[src/rtl/core/nfa_word_acceptor_defines.svh]
// Assertion macros for the NFA word acceptor.
`ifndef NFA_WORD_ACCEPTOR_DEFINES_SVH
`define NFA_WORD_ACCEPTOR_DEFINES_SVH

`ifndef SYNTH
`define NWA_ASSERT_IMPL(lbl, ante, cons) \
  lbl: assert property (@(posedge clk) disable iff (!rst_n) (ante) |-> (cons)) \
    else $error("nwa assertion failed");
`define NWA_ASSERT_NEXT(lbl, ante, cons) \
  lbl: assert property (@(posedge clk) disable iff (!rst_n) (ante) |=> (cons)) \
    else $error("nwa assertion failed");
`define NWA_ASSERT_ALWAYS(lbl, cond) \
  lbl: assert property (@(posedge clk) disable iff (!rst_n) (cond)) \
    else $error("nwa assertion failed");
`else
`define NWA_ASSERT_IMPL(lbl, ante, cons)
`define NWA_ASSERT_NEXT(lbl, ante, cons)
`define NWA_ASSERT_ALWAYS(lbl, cond)
`endif

`endif

[src/rtl/core/nwa_pkg.sv]
package nwa_pkg;

  localparam int MODE_W  = 3;
  localparam int ENTRY_W = 6;
  localparam int STATE_W = 4;
  localparam int SYM_W   = 8;
  localparam int CNT_W   = 7;

  typedef enum logic [MODE_W-1:0] {
    MODE_FLAGS  = 3'd0,
    MODE_WRITE  = 3'd1,
    MODE_BEGIN  = 3'd2,
    MODE_SYMBOL = 3'd3,
    MODE_END    = 3'd4
  } nwa_mode_t;

  typedef enum logic {
    ST_IDLE = 1'b0,
    ST_SCAN = 1'b1
  } nwa_state_t;

  // transition write, broadcast to the cells with a per-cell enable
  typedef struct packed {
    logic               en;
    logic [STATE_W-1:0] from_st;
    logic [STATE_W-1:0] to_st;
    logic [SYM_W-1:0]   tag;
  } nwa_wr_t;

endpackage

[src/rtl/core/nwa_cell.sv]
module nwa_cell #(
  parameter int NUM_STATES = 16
) (
  input  logic                  clk,
  input  logic                  rst_n,
  input  nwa_pkg::nwa_wr_t      wr,
  input  logic                  in_use,
  input  logic [7:0]            sym,
  input  logic [NUM_STATES-1:0] set,
  input  logic                  tok_v_i,
  input  logic [NUM_STATES-1:0] tok_acc_i,
  output logic                  tok_v_o,
  output logic [NUM_STATES-1:0] tok_acc_o
);
  import nwa_pkg::*;

  localparam logic [NUM_STATES-1:0] BIT0 = {{(NUM_STATES-1){1'b0}}, 1'b1};

  logic [STATE_W-1:0]    from_r;
  logic [STATE_W-1:0]    to_r;
  logic [SYM_W-1:0]      tag_r;
  logic                  tok_v_r;
  logic [NUM_STATES-1:0] tok_acc_r;
  logic                  src_hit;
  logic                  fire;
  logic [NUM_STATES-1:0] to_bit;

  // shifts past the set width give zero: such states never fire or land
  assign src_hit = |(set & (BIT0 << from_r));
  assign to_bit  = BIT0 << to_r;
  assign fire    = tok_v_i & in_use & src_hit & (tag_r == sym);

  always_ff @(posedge clk) begin
    if (wr.en) begin
      from_r <= wr.from_st;
      to_r   <= wr.to_st;
      tag_r  <= wr.tag;
    end
  end

  always_ff @(posedge clk) begin
    if (!rst_n) begin
      tok_v_r <= 1'b0;
    end else begin
      tok_v_r <= tok_v_i;
    end
  end

  always_ff @(posedge clk) begin
    tok_acc_r <= fire ? (tok_acc_i | to_bit) : tok_acc_i;
  end

  assign tok_v_o   = tok_v_r;
  assign tok_acc_o = tok_acc_r;

endmodule

[src/rtl/core/nfa_word_acceptor.sv]
// channel | direction | handshake             | payload
// in_     | to block  | in_valid / in_stall   | mode, entry, state_id, flags, from/to, symbol
// out_    | from block| out_valid / out_stall | accepted, alive
// cfg_    | to block  | cfg_we                | cfg_wdata = transitions_in_use
//
// A symbol word sends a token down the cell row, one transition entry per cell per
// cycle. All other words give their result without a walk of the row.
// One result can wait behind a stalled output register; a further word stalls.
// Reset (rst_n low, synchronous) clears flags, active set and count; the
// transition entries in the cells hold no reset value.
`include "nfa_word_acceptor_defines.svh"

module nfa_word_acceptor #(
  parameter int NUM_STATES      = 16,
  parameter int NUM_TRANSITIONS = 64
) (
  input  logic                        clk,
  input  logic                        rst_n,
  input  logic                        in_valid,
  output logic                        in_stall,
  input  logic [nwa_pkg::MODE_W-1:0]  in_mode,
  input  logic [nwa_pkg::ENTRY_W-1:0] in_entry,
  input  logic [nwa_pkg::STATE_W-1:0] in_state_id,
  input  logic                        in_is_start,
  input  logic                        in_is_final,
  input  logic [nwa_pkg::STATE_W-1:0] in_from_state,
  input  logic [nwa_pkg::STATE_W-1:0] in_to_state,
  input  logic [nwa_pkg::SYM_W-1:0]   in_symbol,
  output logic                        out_valid,
  input  logic                        out_stall,
  output logic                        out_accepted,
  output logic                        out_alive,
  input  logic                        cfg_we,
  input  logic [nwa_pkg::CNT_W-1:0]   cfg_wdata
);
  import nwa_pkg::*;

  localparam int NS = NUM_STATES;
  localparam int NT = NUM_TRANSITIONS;
  localparam logic [NS-1:0] BIT0 = {{(NS-1){1'b0}}, 1'b1};

  nwa_state_t            state_r, state_nxt;
  logic [CNT_W-1:0]      cnt_r;
  logic [NS-1:0]         start_r, start_nxt;
  logic [NS-1:0]         final_r, final_nxt;
  logic [NS-1:0]         active_r, active_nxt;
  logic [SYM_W-1:0]      sym_r;
  logic                  kick_r;
  logic                  pend_r, pend_nxt;
  logic                  pend_acc_r, pend_alive_r;
  logic                  out_valid_r, out_valid_nxt;
  logic                  out_acc_r, out_alive_r;

  logic                  in_acc;
  logic                  launch;
  logic                  done;
  logic                  imm_v, imm_acc, imm_alive;
  logic                  res_v, res_acc, res_alive;
  logic                  out_free;
  logic [NS-1:0]         sid_bit;
  logic [NS-1:0]         scan_set;

  logic [NT-1:0]         tok_v;
  logic [NS-1:0]         tok_acc [NT];
  logic [NT-1:0]         use_v;
  logic [NT-1:0]         wr_hit;
  logic                  wr_go;

  assign in_acc  = in_valid & ~in_stall;
  assign launch  = in_acc & (in_mode == MODE_SYMBOL);
  assign wr_go   = in_acc & (in_mode == MODE_WRITE);
  assign done    = tok_v[NT-1];
  assign sid_bit = BIT0 << in_state_id;
  assign scan_set = tok_acc[NT-1];

  // cell row
  genvar g;
  generate
    for (g = 0; g < NT; g++) begin : g_cell
      nwa_wr_t wr_c;
      assign use_v[g]     = int'(cnt_r) > g;
      assign wr_hit[g]    = int'(in_entry) == g;
      assign wr_c.en      = wr_go & wr_hit[g];
      assign wr_c.from_st = in_from_state;
      assign wr_c.to_st   = in_to_state;
      assign wr_c.tag     = in_symbol;
      if (g == 0) begin : g_head
        nwa_cell #(.NUM_STATES(NS)) u_cell (
          .clk       (clk),
          .rst_n     (rst_n),
          .wr        (wr_c),
          .in_use    (use_v[g]),
          .sym       (sym_r),
          .set       (active_r),
          .tok_v_i   (kick_r),
          .tok_acc_i ({NS{1'b0}}),
          .tok_v_o   (tok_v[g]),
          .tok_acc_o (tok_acc[g])
        );
      end else begin : g_body
        nwa_cell #(.NUM_STATES(NS)) u_cell (
          .clk       (clk),
          .rst_n     (rst_n),
          .wr        (wr_c),
          .in_use    (use_v[g]),
          .sym       (sym_r),
          .set       (active_r),
          .tok_v_i   (tok_v[g-1]),
          .tok_acc_i (tok_acc[g-1]),
          .tok_v_o   (tok_v[g]),
          .tok_acc_o (tok_acc[g])
        );
      end
    end
  endgenerate

  // next state
  always_comb begin
    state_nxt = state_r;
    unique case (state_r)
      ST_IDLE: begin
        if (launch) state_nxt = ST_SCAN;
      end
      ST_SCAN: begin
        if (done) state_nxt = ST_IDLE;
      end
      default: state_nxt = ST_IDLE;
    endcase
  end

  // fsm outputs
  always_comb begin
    unique case (state_r)
      ST_IDLE: in_stall = pend_r;
      ST_SCAN: in_stall = 1'b1;
      default: in_stall = 1'b1;
    endcase
  end

  // word decode
  always_comb begin
    start_nxt  = start_r;
    final_nxt  = final_r;
    active_nxt = active_r;
    imm_v      = 1'b0;
    imm_acc    = 1'b0;
    imm_alive  = |active_r;
    if (done) begin
      active_nxt = scan_set;
    end
    if (in_acc) begin
      unique case (in_mode)
        MODE_FLAGS: begin
          imm_v     = 1'b1;
          start_nxt = in_is_start ? (start_r | sid_bit) : (start_r & ~sid_bit);
          final_nxt = in_is_final ? (final_r | sid_bit) : (final_r & ~sid_bit);
        end
        MODE_WRITE: imm_v = 1'b1;
        MODE_BEGIN: begin
          imm_v      = 1'b1;
          active_nxt = start_r;
          imm_alive  = |start_r;
        end
        MODE_SYMBOL: imm_v = 1'b0;
        MODE_END: begin
          imm_v   = 1'b1;
          imm_acc = |(active_r & final_r);
        end
        default: imm_v = 1'b1;
      endcase
    end
  end

  assign res_v     = imm_v | done;
  assign res_acc   = done ? 1'b0 : imm_acc;
  assign res_alive = done ? |scan_set : imm_alive;
  assign out_free  = ~out_valid_r | ~out_stall;

  always_comb begin
    out_valid_nxt = out_valid_r & out_stall;
    pend_nxt      = pend_r;
    if (out_free) begin
      out_valid_nxt = pend_r | res_v;
      pend_nxt      = 1'b0;
    end else if (res_v) begin
      pend_nxt = 1'b1;
    end
  end

  always_ff @(posedge clk) begin
    if (!rst_n) begin
      state_r     <= ST_IDLE;
      cnt_r       <= '0;
      start_r     <= '0;
      final_r     <= '0;
      active_r    <= '0;
      kick_r      <= 1'b0;
      pend_r      <= 1'b0;
      out_valid_r <= 1'b0;
    end else begin
      state_r     <= state_nxt;
      start_r     <= start_nxt;
      final_r     <= final_nxt;
      active_r    <= active_nxt;
      kick_r      <= launch;
      pend_r      <= pend_nxt;
      out_valid_r <= out_valid_nxt;
      if (cfg_we) cnt_r <= cfg_wdata;
    end
  end

  always_ff @(posedge clk) begin
    if (launch) sym_r <= in_symbol;
    if (out_free) begin
      out_acc_r   <= pend_r ? pend_acc_r : res_acc;
      out_alive_r <= pend_r ? pend_alive_r : res_alive;
    end else if (res_v) begin
      pend_acc_r   <= res_acc;
      pend_alive_r <= res_alive;
    end
  end

  assign out_valid    = out_valid_r;
  assign out_accepted = out_acc_r;
  assign out_alive    = out_alive_r;

  `NWA_ASSERT_IMPL(a_pend_behind_out, pend_r, out_valid_r)
  `NWA_ASSERT_IMPL(a_done_in_scan, done, state_r == ST_SCAN)
  `NWA_ASSERT_ALWAYS(a_one_token, $onehot0({kick_r, tok_v}))
  `NWA_ASSERT_IMPL(a_acc_alive, out_valid_r && out_acc_r, out_alive_r)
  `NWA_ASSERT_NEXT(a_launch_kick, launch, kick_r && state_r == ST_SCAN)

endmodule
[config.mk]
export PLATFORM = sky130hd
export DESIGN_NAME = nfa_word_acceptor
export DESIGN_NICKNAME = d
export VERILOG_FILES = /design/src/rtl/core/nwa_pkg.sv /design/src/rtl/core/nwa_cell.sv /design/src/rtl/core/nfa_word_acceptor.sv
export VERILOG_INCLUDE_DIRS = /design/src /design/src/rtl/core
export SDC_FILE = /design/constraint.sdc
export NUM_CORES = 2
export LEC_CHECK = 0
export ABC_AREA = 0
export ABC_CLOCK_PERIOD_IN_PS = 2600
export BUFFER_PORTS_ARGS = -buffer_cell sky130_fd_sc_hd__buf_2
export CELL_PAD_IN_SITES_DETAIL_PLACEMENT = 1
export CELL_PAD_IN_SITES_GLOBAL_PLACEMENT = 1
export CORE_ASPECT_RATIO = 2
export CORE_UTILIZATION = 45
export DETAILED_ROUTE_END_ITERATION = 8
export GPL_TIMING_DRIVEN = 0
export HOLD_SLACK_MARGIN = 0.15
export PLACE_DENSITY_LB_ADDON = 0.08
export SYNTH_ARGS = -nofsm -noshare
export SYNTH_HDL_FRONTEND = slang
export SYNTH_SLANG_ARGS = --single-unit
[constraint.sdc]
create_clock -name clk -period 2.6 [get_ports clk]
set_input_delay 0.52 -clock clk [delete_from_list [all_inputs] [get_ports clk]]
set_output_delay 0.52 -clock clk [all_outputs]
set_load 0.01 [all_outputs]
==> run_results.csv <==
group,metric,value,unit
status,violations,"negative setup slack",
worst_setup_path,r2r-start,"active_r[3]$_SDFF_PN0_",
pwr,p_leak,42.50,nW
cells_and_area,final_util,0.5611,
clock_tree,cts_max_path_buffers,4,
synthesis,syn-num-nets,6561,
synthesis,synth_cell_types,100,
worst_hold_path,hold_path.startpoint,"in_to_state[2]",
synthesis,syn-cell-area,0.08717,mm2
placement,gp_congestion,1.075,
pwr,peakVddDrop,0.0006162,V
synthesis,synth-edff-count,1036,
routing,first_pass_iters,6,
routing,drc,0,
status,outcome,"complete, but fails checks",
clock_tree,numCtsBuffers,198,
grt,antenna_found_initial,16,
synthesis,seq_area_frac_synth,0.6203,
pwr,p_int,0.05368,W
sta,period_share,1.065,
routing,drtIter0Drc,4694,
synthesis,ys_async_sr_fraction,0,
floorplanning,die_h,624.4,um
sta,relSlewSlack,0.08481,
floorplanning,die_x,313.2,um
synthesis,ys_warn_count,0,
synthesis,synth_top_cell_by_area,"edfxtp_1",
worst_setup_path,r2r_cells,8,
worst_hold_path,hold_path.class,"primary input to register",
placement,hpwl,244.4,mm
placement,io_buffers,42,
synthesis,synth-main-ff-cell,"dfxtp_1",
routing,finalWirelength,358.2,mm
cells_and_area,final_nets,7236,
pwr,switchingPower,0.01565,W
worst_hold_path,hold-path-cell-count,1,
routing,ant_nets,0,
worst_setup_path,critPathLaunchType,"register",
worst_setup_path,max_stage_delay,0.40,ns
sta,skew,0.06382,ns
placement,pre_cts_ws,-1.784,ns
routing,routedWlPerCell,36.21,um
grt,grt_pass1_vias,65560,
clock_tree,htree_num_levels,4,
cells_and_area,final_common_cell,"dfxtp_1",
routing,vias,62610,
sta,period_minus_slack,2.768,ns
worst_setup_path,cp_max_fo,10,
worst_setup_path,cp_slowest_cell,"dfxtp_1",
worst_setup_path,reg2reg_to,"g_cell[50].g_body.u_cell.tok_acc_o[12]$_DFF_P_",
run,drv_cap,0,
worst_setup_path,endpoint_kind,"register",
sta,max_freq,361.3,MHz
sta,finalSetupViolations,327,
cells_and_area,post-route-cell-area,0.1080,mm2
worst_setup_path,cpLargestDelayFamily,"compound AO/OA/AOI/OAI gates",
sta,timing.final.ws_setup,-0.1677,ns
worst_setup_path,critPathRequiredTime,3.31,ns
sta,rsz0062_at_grt,"true",
synthesis,yosys.area.top_type_share,0.3569,
synthesis,syn_inst,6518,
worst_hold_path,hold_path_end,"g_cell[35].g_body.u_cell.to_r[2]$_DFFE_PP_",
grt,grt_max_degree,59,
sta,finalHoldViolCount,0,
pwr,seqPwrFrac,0.519,
pwr,pwr-share-comb,0.041,
synthesis,synth.area.top_cells,"edfxtp_1, dfxtp_1, a41o_1",
worst_setup_path,cp.buffers_inverters,3,
worst_setup_path,critical_path_class,"register to register",
pwr,power_density,641.7,mW/mm2
cells_and_area,final_cell_mix,"dfxtp_1, edfxtp_1, a41o_1, xnor2_1, buf_4",
grt,gr-usage-all-layers,0.3481,
worst_setup_path,worstPathArrival,3.48,ns
clock_tree,cts_num_sinks,2183,
floorplanning,ios,47,
routing,drt-vias-per-instance,6.328,
pwr,swShare,0.2257,
floorplanning,core,0.1926,mm2
clock_tree,cts_tree,"yes",
clock_tree,clk_latency,0.88,ns
sta,drv_slew,0,
grt,overflow,0,
clock_tree,cts.clk_slew.worst_paths,0.07,ns
pwr,power_frac_clock,0.439,
sta,tightest_slew,1.368,ns
grt,grt_pass1_wl,480.3,mm
placement,postPlaceCellArea,0.09229,mm2
floorplanning,rows,228,
cells_and_area,drive_gt1_frac,0.2570,
floorplanning,die_area,0.1956,mm2
synthesis,ys_ff_latch,2183,
cells_and_area,fillCellCount,18390,
synthesis,avgSynthCellArea,13.37,um2
worst_setup_path,timing.reg2reg.setup_slack,-0.17,ns
worst_setup_path,worstPathCellList,"clkbuf_4 > clkbuf_4 > nand2_1 > o21ai_0 > a21oi_1 > a22o_4 > buf_6 > o41ai_1",
clock_tree,root_buffer,"clkbuf_16",
cells_and_area,syn_to_final_growth,23.96,%
worst_setup_path,cpMostUsedCell,"clkbuf_4",
floorplanning,initial_core_util,0.4527,
[cell families (layout without fill, tap and decap cells)]
group	Yosys count	count (layout)	synth area share
flops	2183	2183	0.6203
buf+inv	518	1350	0.02782
simple gates	1507	1507	0.09920
compound gates	1458	1458	0.1439
xor+xnor	509	509	0.05114
other cells	0	14	0
mux	343	343	0.05756
[registers in the layout, indices dropped and copies added, names as in the netlist, 4 cells and up, named ones only]
register	cells
g_cell.g_head.u_cell.to_r	4
sym_r	8
g_cell.g_body.u_cell.tok_acc_o	1008
g_cell.g_body.u_cell.to_r	252
g_cell.g_head.u_cell.tag_r	8
cnt_r	7
active_r	16
g_cell.g_head.u_cell.from_r	4
g_cell.g_body.u_cell.tag_r	504
g_cell.g_body.u_cell.tok_v_o	63
g_cell.g_body.u_cell.from_r	252
g_cell.g_head.u_cell.tok_acc_o	16
[worst register-to-register path: cells and delay by family, from the launching register on]
kind	cells	cell delay (ns)
compound gates	4	1.08
buf+inv	3	1.04
simple gates	1	0.11
flops	1	0.40
[layout make-up]
type                       instances  area [um2]  share of cell area
buffer                           396        3780             0.03498
sequential                      2183       54120              0.5009
clock inverter                   101       978.4            0.009056
inverter                         108       412.9            0.003821
tap                             2530        3166             0.02930
multi-input combinational       3817       34220              0.3167
timing repair buffer             489        5680             0.05257
antenna                           14       35.03           0.0003242
clock buffer                     256        5664             0.05242
[power groups by stage]
stage,Sequential [W],Clock (W),Combinational (W)
6_report,0.0360,0.0305,0.00287
5_1_grt,0.0360,0.0319,0.00286
4_1_cts,0.0360,0.0307,0.00259
3_5_place_dp,0.0368,0,0.00223
3_3_place_gp,0.0368,0,0.00209
2_1_floorplan,0.0368,0,0.000862
[synthesized netlist by cell type, types with 123 or more instances]
master	instances
a31o_2	206
a41o_1	548
buf_2	171
clkbuf_1	166
dfxtp_1	1147
edfxtp_1	1036
mux2i_1	175
nand2_1	180
nand3_1	123
nor2_1	263
nor2b_1	238
o21bai_1	156
xnor2_1	309
xor2_1	200
[layer usage]
| metal | track usage | share of wire | vias to the layer above |
|---|---|---|---|
| met5 | 0 | 0.00020 | - |
| met4 | 0.3252 | 0.11 | 10 |
| met3 | 0.06671 | 0.067 | 1409 |
| met2 | 0.6302 | 0.51 | 2750 |
| met1 | 0.3251 | 0.31 | 31870 |
| li1 | - | - | 26570 |
[worst max path at each step]
stage | from | endpoint | slack, ns | depth (start not counted)
final | active_r[3]$_SDFF_PN0_ | g_cell[50].g_body.u_cell.tok_acc_o[12]$_DFF_P_ | -0.17 | 8
after detailed placement | active_r[2]$_SDFF_PN0_ | g_cell[37].g_body.u_cell.tok_acc_o[7]$_DFF_P_ | -1.78 | 9
after CTS | cnt_r[5]$_SDFFE_PN0P_ | g_cell[6].g_body.u_cell.tok_acc_o[7]$_DFF_P_ | -0.11 | 8
after global routing | sym_r[1]$_DFFE_PP_ | g_cell[22].g_body.u_cell.tok_acc_o[11]$_DFF_P_ | -0.17 | 10
after global placement | in_mode[2] | g_cell[25].g_body.u_cell.to_r[0]$_DFFE_PP_ | -2.50 | 6
after floorplan | in_mode[2] | g_cell[47].g_body.u_cell.from_r[0]$_DFFE_PP_ | 0.006 | 5
[stage by stage]
stage | TNS, ns | power (W) | hold WS (ns) | std cells
floorplan | 0 | 0.03762 | 0.3819 | 6518
global placement | -3112.53 | 0.03888 | 0.3984 | 9090
detailed placement | -2179.15 | 0.03899 | 0.3965 | 9168
CTS | -3.178 | 0.06924 | 0.1540 | 9742
global route | -32.06 | 0.07074 | 0.2160 | 9881
finish | -12.78 | 0.06933 | 0.2136 | 9894
[what timing repair did]
item,4_1_cts,5_1_grt
gates resized for setup,801,379
pin swaps,137,208
hold buffers,26,0
gates cloned,4,12
endpoints found under the setup margin,2075,1171
setup buffers,190,138
endpoints found under the hold margin,160,0
Note: power is estimated with default switching activity, not from simulation.
